**src/rtl/core/lcbc_pkg.sv**
```systemverilog
// Shared types, constants and command structures for the Luhn card brand checker.
`default_nettype none

package lcbc_pkg;

  localparam int unsigned CardW     = 63;
  localparam int unsigned NumDigits = 19;
  localparam int unsigned BcdW      = 4 * NumDigits;
  localparam int unsigned CntW      = 6;
  localparam int unsigned PrefixW   = 7;

  localparam logic [PrefixW-1:0] AmexA  = 7'd34;
  localparam logic [PrefixW-1:0] AmexB  = 7'd37;
  localparam logic [PrefixW-1:0] McLow  = 7'd51;
  localparam logic [PrefixW-1:0] McHigh = 7'd55;
  localparam logic [3:0]         VisaLead = 4'd4;

  typedef enum logic [1:0] {
    VerdictInvalid    = 2'd0,
    VerdictAmex       = 2'd1,
    VerdictMastercard = 2'd2,
    VerdictVisa       = 2'd3
  } verdict_e;

  typedef enum logic [1:0] {
    StIdle,
    StConv,
    StScan,
    StDone
  } ctrl_state_e;

  typedef struct packed {
    logic load;
    logic conv;
    logic scan;
  } dp_cmd_t;

endpackage

`default_nettype wire

```
**src/rtl/core/lcbc_datapath.sv**
```systemverilog
// Datapath: shift-add-3 binary to decimal converter, digit scan, Luhn sum and brand decode.
`default_nettype none

module lcbc_datapath (
  input  wire logic                         clk_i,
  input  wire lcbc_pkg::dp_cmd_t            cmd_i,
  input  wire logic [lcbc_pkg::CardW-1:0]   card_number_i,
  output logic [1:0]                        verdict_o,
  output logic                              luhn_ok_o
);
  import lcbc_pkg::*;

  logic [CardW-1:0]   bin_q, bin_d;
  logic [BcdW-1:0]    bcd_q, bcd_d, bcd_adj;
  logic [3:0]         acc_q, acc_d;
  logic               dbl_q, dbl_d;
  logic [3:0]         prev_q, prev_d;
  logic [3:0]         lead_q, lead_d;
  logic [3:0]         second_q, second_d;
  logic [3:0]         digit;
  logic [4:0]         contrib;
  logic [4:0]         acc_sum;
  logic [PrefixW-1:0] prefix;
  verdict_e           verdict;

  always_comb begin
    for (int i = 0; i < NumDigits; i++) begin
      if (bcd_q[4*i +: 4] >= 4'd5) begin
        bcd_adj[4*i +: 4] = bcd_q[4*i +: 4] + 4'd3;
      end else begin
        bcd_adj[4*i +: 4] = bcd_q[4*i +: 4];
      end
    end
  end

  always_comb begin
    digit = bcd_q[3:0];
    if (dbl_q) begin
      contrib = {digit, 1'b0};
      if (contrib >= 5'd10) begin
        contrib = contrib - 5'd9;
      end
    end else begin
      contrib = {1'b0, digit};
    end
    acc_sum = {1'b0, acc_q} + contrib;
    if (acc_sum >= 5'd10) begin
      acc_sum = acc_sum - 5'd10;
    end
  end

  always_comb begin
    bin_d    = bin_q;
    bcd_d    = bcd_q;
    acc_d    = acc_q;
    dbl_d    = dbl_q;
    prev_d   = prev_q;
    lead_d   = lead_q;
    second_d = second_q;
    priority if (cmd_i.load) begin
      bin_d    = card_number_i;
      bcd_d    = '0;
      acc_d    = '0;
      dbl_d    = 1'b0;
      prev_d   = '0;
      lead_d   = '0;
      second_d = '0;
    end else if (cmd_i.conv) begin
      bcd_d = {bcd_adj[BcdW-2:0], bin_q[CardW-1]};
      bin_d = {bin_q[CardW-2:0], 1'b0};
    end else if (cmd_i.scan) begin
      bcd_d  = {4'd0, bcd_q[BcdW-1:4]};
      acc_d  = acc_sum[3:0];
      dbl_d  = ~dbl_q;
      prev_d = digit;
      if (digit != 4'd0) begin
        lead_d   = digit;
        second_d = prev_q;
      end
    end
  end

  always_ff @(posedge clk_i) begin
    bin_q    <= bin_d;
    bcd_q    <= bcd_d;
    acc_q    <= acc_d;
    dbl_q    <= dbl_d;
    prev_q   <= prev_d;
    lead_q   <= lead_d;
    second_q <= second_d;
  end

  always_comb begin
    prefix = {3'd0, lead_q} * 7'd10 + {3'd0, second_q};
    if (acc_q != 4'd0) begin
      verdict = VerdictInvalid;
    end else if (prefix == AmexA || prefix == AmexB) begin
      verdict = VerdictAmex;
    end else if (prefix >= McLow && prefix <= McHigh) begin
      verdict = VerdictMastercard;
    end else if (lead_q == VisaLead) begin
      verdict = VerdictVisa;
    end else begin
      verdict = VerdictInvalid;
    end
  end

  assign verdict_o = verdict;
  assign luhn_ok_o = (acc_q == 4'd0);

`ifndef SYNTHESIS
  assert property (@(posedge clk_i) cmd_i.scan |-> bcd_q[3:0] <= 4'd9)
    else $error("Converter produced a digit above nine.");
  assert property (@(posedge clk_i) cmd_i.scan |=> acc_q <= 4'd9)
    else $error("Luhn accumulator left its modulo-ten range.");
  assert property (@(posedge clk_i) cmd_i.load |=> acc_q == 4'd0 && !dbl_q)
    else $error("Load did not clear the Luhn accumulator.");
`endif

endmodule

`default_nettype wire

```
**config.mk**
```make
export PLATFORM = sky130hd
export DESIGN_NAME = lcbc_datapath
export DESIGN_NICKNAME = d
export VERILOG_FILES = /design/src/rtl/core/lcbc_pkg.sv /design/src/rtl/core/lcbc_datapath.sv
export SDC_FILE = /design/constraint.sdc
export NUM_CORES = 1
export LEC_CHECK = 0
export BUFFER_PORTS_ARGS = -buffer_cell sky130_fd_sc_hd__buf_2
export CAP_MARGIN = 10
export CELL_PAD_IN_SITES_DETAIL_PLACEMENT = 0
export CELL_PAD_IN_SITES_GLOBAL_PLACEMENT = 2
export CORE_MARGIN = 2
export CORE_UTILIZATION = 35
export DETAILED_ROUTE_END_ITERATION = 7
export PLACE_DENSITY_LB_ADDON = 0.1
export SLEW_MARGIN = 20
export SYNTH_ARGS = -nofsm -noshare
export SYNTH_HDL_FRONTEND = slang
export SYNTH_SLANG_ARGS = --single-unit
export TNS_END_PERCENT = 50
```
**constraint.sdc**
```tcl
create_clock -name clk_i -period 3.45 [get_ports clk_i]
set_input_delay 0.69 -clock clk_i [delete_from_list [all_inputs] [get_ports clk_i]]
set_output_delay 0.69 -clock clk_i [all_outputs]
set_load 0.01 [all_outputs]
```
[After elaboration in Yosys (flattened, before gate mapping)]
Index checks and enable logic that the tools add are counted.
Word-level totals
  register bits: 156
  bits of input ports: 67
  output and inout port bits: 3
  logic and storage cells: 98
Operators by class
  add/sub/neg operators: 23
  $mul: 1
  order comparisons: 23
  equality and inequality tests: 3
  multiplexer cells: 30
  bitwise logic cells: 2
  reduce and logical (&&, ||, !) cells: 9
Operator list (count)
  2-to-1 mux 76 bit: 2
  2-to-1 mux 63 bit: 2
  greater-or-equal comparator 4 x 3 -> 1 bit (second input constant): 19
  2-to-1 mux 4 bit: 19
  adder 4 x 2 -> 4 bit (second input constant): 18
  equality test 7 x 6 -> 1 bit (second input constant): 2
  greater-or-equal comparator 5 x 4 -> 1 bit (second input constant): 2
  2-to-1 mux 5 bit: 2
  2-to-1 mux 2 bit: 4
  nonzero test 4 bit: 2
  adder 7 x 4 -> 7 bit: 1
  greater-or-equal comparator 7 x 6 -> 1 bit (second input constant): 1
  <= comparator 7 x 6 -> 1 bit (second input constant): 1
  multiplier 4 x 3 -> 6 bit (second input constant): 1
  adder 4 x 5 -> 5 bit: 1
  subtractor 5 x 4 -> 5 bit (second input constant): 1
  equality test 4 x 3 -> 1 bit (second input constant): 1
  logical NOT 4 bit: 1
  nonzero test 2 bit: 2
  subtractor 4 bit (second input constant): 1
  adder 3 x 2 -> 3 bit (second input constant): 1
  2-to-1 mux 3 bit: 1
  AND reduction 3 bit: 1
  NOT 1 bit: 2
  3 further kinds: 3

[Depth between registers and ports, before layout]
  word-level depth: 7
  depth in mapped cells: 17

[Worst setup path after synthesis]
Ideal clock, no wire load.
  path kind: reg2reg
  from: reg bcd_q[0]
  to: reg acc_q[2]
  setup time: 0.091 ns
  arrival time: 3.089 ns
  required time: 3.359 ns
  setup slack: 0.270 ns
  cell stages (with the launch flop): 18
  path buffers: 1
  period minus slack after synthesis: 3.180 ns
  path through: dfxtp_1 buf_6 inv_1 ha_1 nand2b_1 a21oi_1 xnor2_1 nand2_1 o21ai_0 inv_1 fa_1 xnor2_1 inv_1 ha_1 o31ai_1 a22oi_2 or2_2 a311oi_1
On the way
  longest elaborated chain between the ends: 6
Ends and longest elaborated chain
  start, declared: line lcbc_datapath.sv:14  | logic [BcdW-1:0] bcd_q, bcd_d, bcd_adj;
  start signal, assigned: line lcbc_datapath.sv:85  | bcd_q <= bcd_d;
  subtractor 5 x 4 -> 5 bit / greater-or-equal comparator 5 x 4 -> 1 bit (equally long branches): line lcbc_datapath.sv:41, lcbc_datapath.sv:40
  2-to-1 mux 5 bit: line lcbc_datapath.sv:40  | if (contrib >= 5'd10) begin
  2-to-1 mux 5 bit (*): line lcbc_datapath.sv:38  | if (dbl_q) begin
  adder 4 x 5 -> 5 bit (*): line lcbc_datapath.sv:46  | acc_sum = {1'b0, acc_q} + contrib;
  subtractor 4 bit / greater-or-equal comparator 5 x 4 -> 1 bit (equally long branches): line lcbc_datapath.sv:48, lcbc_datapath.sv:47
  2-to-1 mux 4 bit (*): line lcbc_datapath.sv:47  | if (acc_sum >= 5'd10) begin
  end signal, assigned: line lcbc_datapath.sv:86  | acc_q <= acc_d;
  end, declared: line lcbc_datapath.sv:15  | logic [3:0] acc_q, acc_d;
Every way passes the cells marked *; elsewhere a longest branch is shown, timed or not.
A chain may end at the register's enable or synchronous reset.

[Worst setup path in the final report]
  from: reg lead_q[1]
  to: out verdict_o[1]
On the way
  longest elaborated chain between the ends: 7
Ends and longest elaborated chain
  start, declared: line lcbc_datapath.sv:18  | logic [3:0] lead_q, lead_d;
  start signal, assigned: line lcbc_datapath.sv:89  | lead_q <= lead_d;
  multiplier 4 x 3 -> 6 bit: line lcbc_datapath.sv:94  | prefix = {3'd0, lead_q} * 7'd10 + {3'd0, second_q};
  adder 7 x 4 -> 7 bit: line lcbc_datapath.sv:94
  greater-or-equal comparator 7 x 6 -> 1 bit / <= comparator 7 x 6 -> 1 bit (equally long branches): line lcbc_datapath.sv:99  | end else if (prefix >= McLow && prefix <= McHigh) begin
  logical AND 1 bit: line lcbc_datapath.sv:99
  2-to-1 mux 2 bit: line lcbc_datapath.sv:99
  2-to-1 mux 2 bit (*): line lcbc_datapath.sv:97  | end else if (prefix == AmexA || prefix == AmexB) begin
  2-to-1 mux 2 bit (*): line lcbc_datapath.sv:95  | if (acc_q != 4'd0) begin
  end, declared: line lcbc_datapath.sv:8  | output logic [1:0] verdict_o,
Marked as above.

==> metrics.txt <==
die height=161 um; Int Pwr=around 3.4 mW; gr ovfl total=0; LEAKAGE=3.77 nW; Starting Density=35.6%; # hold bufs at CTS=0; final critical-path share of the clock period=95.6%; DIE AREA=25900 um2; Async SR Flop Fraction=0%; CP Launch Type=flip-flop; share of cells above drive strength 1=between 20% and 30%; final setup fails=0; clock slew at reported path FFs=around 0.070 ns; Yosys cell types=45; Slew headroom=49.1%; Starting DRT DRC Count=368; launch point of the worst path=lead_q[1]$_SDFFE_PP0P_; most numerous cell in the Yosys netlist=dfxtp_1; Post-Synthesis Cells=877; DR DRC count=0; EDFF count, synth=63; Min-Delay Endpoint=prev_q[2]$_SDFFE_PP0P_; vias=approximately 6600; worst reg-to-reg path cell count=16; vias in the first global route=6600; deepest clock path buffer count=2; Placer Congestion=approximately 0.8; Core Box Area=between 20000 and 25000 um2; routed len/inst=15.4 um; GR Util All Layers=between 10% and 20%; Crit. End Element=primary output; clk root buf=clkbuf_16; Placement Rows=57; Post-Route WL=around 20000 um; Post-synth top cells=dfxtp_1 (93), a21oi_1 (89), a211oi_1 (82); initial antenna violation count=2; Slew @ Worst Pin=0.761 ns; fmax=303 MHz; post-synth top area share=21.9%; synthesized area=between 8000 and 9000 um2; worst skew pair latency=0.43 ns; Synth Area per Inst=just under 10 um2; number of hold violations in the final report=0; Hold Path Class=reg2reg; CTS buffer count=17; # IOs=70; detailed placement HPWL=13000 um; largest net degree at the start of global routing=64; R2R setup slack=between 0.2 and 0.25 ns; sequential fraction of the synthesis area=43.5%; Area Growth Syn to Fin=16.8%; CTS tree=done; dominant cell type by area after synthesis=edfxtp_1; Hold Startpoint=prev_q[2]$_SDFFE_PP0P_; flops & latches, synth=156; IO buf count=roughly 70; r2r startpoint=bcd_q[1]$_SDFFE_PP0P_; Syn Nets=997; total negative slack=0 ns; Tot Pwr=4.80 mW; Reg power frac=45.5%; Primary FF master, synth=dfxtp_1; clock sink count=156; Final Skew=0.0117 ns; Crit Path Max Fanout=5; Util after Layout=41.5%; CP arrival=2.61 ns; Worst EP required=2.76 ns; DR pass1 iterations=4; FF-to-FF End=acc_q[2]$_SDFFE_PP0P_; CTS H-tree lvls=4; switch share=29.3%; Die X=161 um; maxcap violations=0; Ys Warns=0; RSZ-0062 raised after global routing=false; status=finished clean; main area contributors after synthesis=edfxtp_1 (22%), dfxtp_1 (22%), mux2_2 (8.2%), ha_1 (7.3%), a211oi_1 (7.1%); Peak VDD IR=0.000280 V; antenna-violating nets left=0; Setup Crit Path Kind=reg2out; first-pass GRT wire length=33100 um; Sw Pwr=about 1.4 mW; min cycle time layout=between 3 and 4 ns; Hold Path Cell Cnt=2; routed vias/inst=5.21; # nets final=1053; Slew Viols, Final=0; P per Cell Area=476 nW/um2; clock power share=approximately 40%; power share of the combinational group=14.3%
## layer usage
metal / vias to the layer above / global-route usage (%) / wire (um)
li1: 3337 / - / -
met1: 3181 / 20.3 / 9440
met2: 89 / 25.4 / 9130
met3: 23 / 4.65 / 804
met4: 2 / 4.34 / 231
met5: - / 0 / 13
## registers in the layout (all words and copies together), names as in the netlist
register  cells
bin_q        63
prev_q        4
lead_q        4
acc_q         4
bcd_q        76
dbl_q         1
second_q      4
## kinds of logic (layout without fill, tap and decap cells)
kind of cell | count (synthesis) | count (layout) | share of synthesized area [%]
simple gates | 198 | 198 | 11.3
other cells | 0 | 2 | 0
mux | 83 | 83 | 10.5
fa+ha+maj | 53 | 53 | 7.95
compound gates | 260 | 260 | 19.4
xor+xnor | 27 | 27 | 2.74
buf+inv | 100 | 169 | 4.52
flops | 156 | 156 | 43.5
## worst max-delay path: stages (launching register included)
cell and delay, ns:
dfxtp_4 0.37, ha_4 0.26, ha_2 0.16, inv_2 0.04
fa_2 0.57, inv_2 0.06, o21ai_1 0.15, a21oi_2 0.09
a31o_2 0.20, and3_1 0.16, buf_2 0.13
## power groups by stage
| stage | Sequential, mW | Combinational [mW] | Clock, mW |
|---|---|---|---|
| floorplan | 2.18 | 0.513 | 0 |
| global placement | 2.22 | 0.655 | 0 |
| detailed placement | 2.22 | 0.669 | 0 |
| CTS | 2.18 | 0.674 | 2.00 |
| global route | 2.20 | 0.774 | 2.07 |
| finish | 2.18 | 0.686 | 1.93 |
## how the worst max path moves through the flow
| stage | end | cells past startpoint |
|---|---|---|
| after floorplan | acc_q[2]$_SDFFE_PP0P_ | 17 |
| after global placement | acc_q[2]$_SDFFE_PP0P_ | 16 |
| after detailed placement | acc_q[2]$_SDFFE_PP0P_ | 16 |
| after CTS | verdict_o[1] | 10 |
| after global routing | verdict_o[1] | 11 |
| final | verdict_o[1] | 10 |
## through the flow
step	setup WS, ns	hold slack (ns)	std cells	cell area, um2
3_5_place_dp	0.0957	0.455	1234	9330
5_1_grt	0.00151	0.489	1271	10100
2_1_floorplan	0.270	0.436	877	8630
3_3_place_gp	0.224	0.448	1234	9330
6_report	0.151	0.461	1272	10100
4_1_cts	0.000932	0.463	1266	9940
## repair_timing
item / 4_1_cts / 5_1_grt
gates resized for setup: 0 / 21
setup endpoints to repair: 0 / 4
hold endpoints to repair: 0 / 0
setup buffers: 0 / 4
## placed cells by master (no fill, tap or decap), types with 34 or more instances in the layout
master,n
dfxtp_1,91
a21oi_1,87
a211oi_1,82
nor2_1,68
buf_2,66
mux2_2,63
edfxtp_1,63
o21ai_0,47
ha_1,47
inv_1,44
nand2_1,34
## layout make-up
type	count	area (um2)
fillers	2384	14200
multi-input cells	621	4570
flip-flops and latches	156	3760
repair buffers	90	536
clock buffers	17	425
well taps	324	405
clock inverters	15	193
inverters	47	176
diodes	2	5.00
Note: power is estimated with default switching activity, not from simulation.
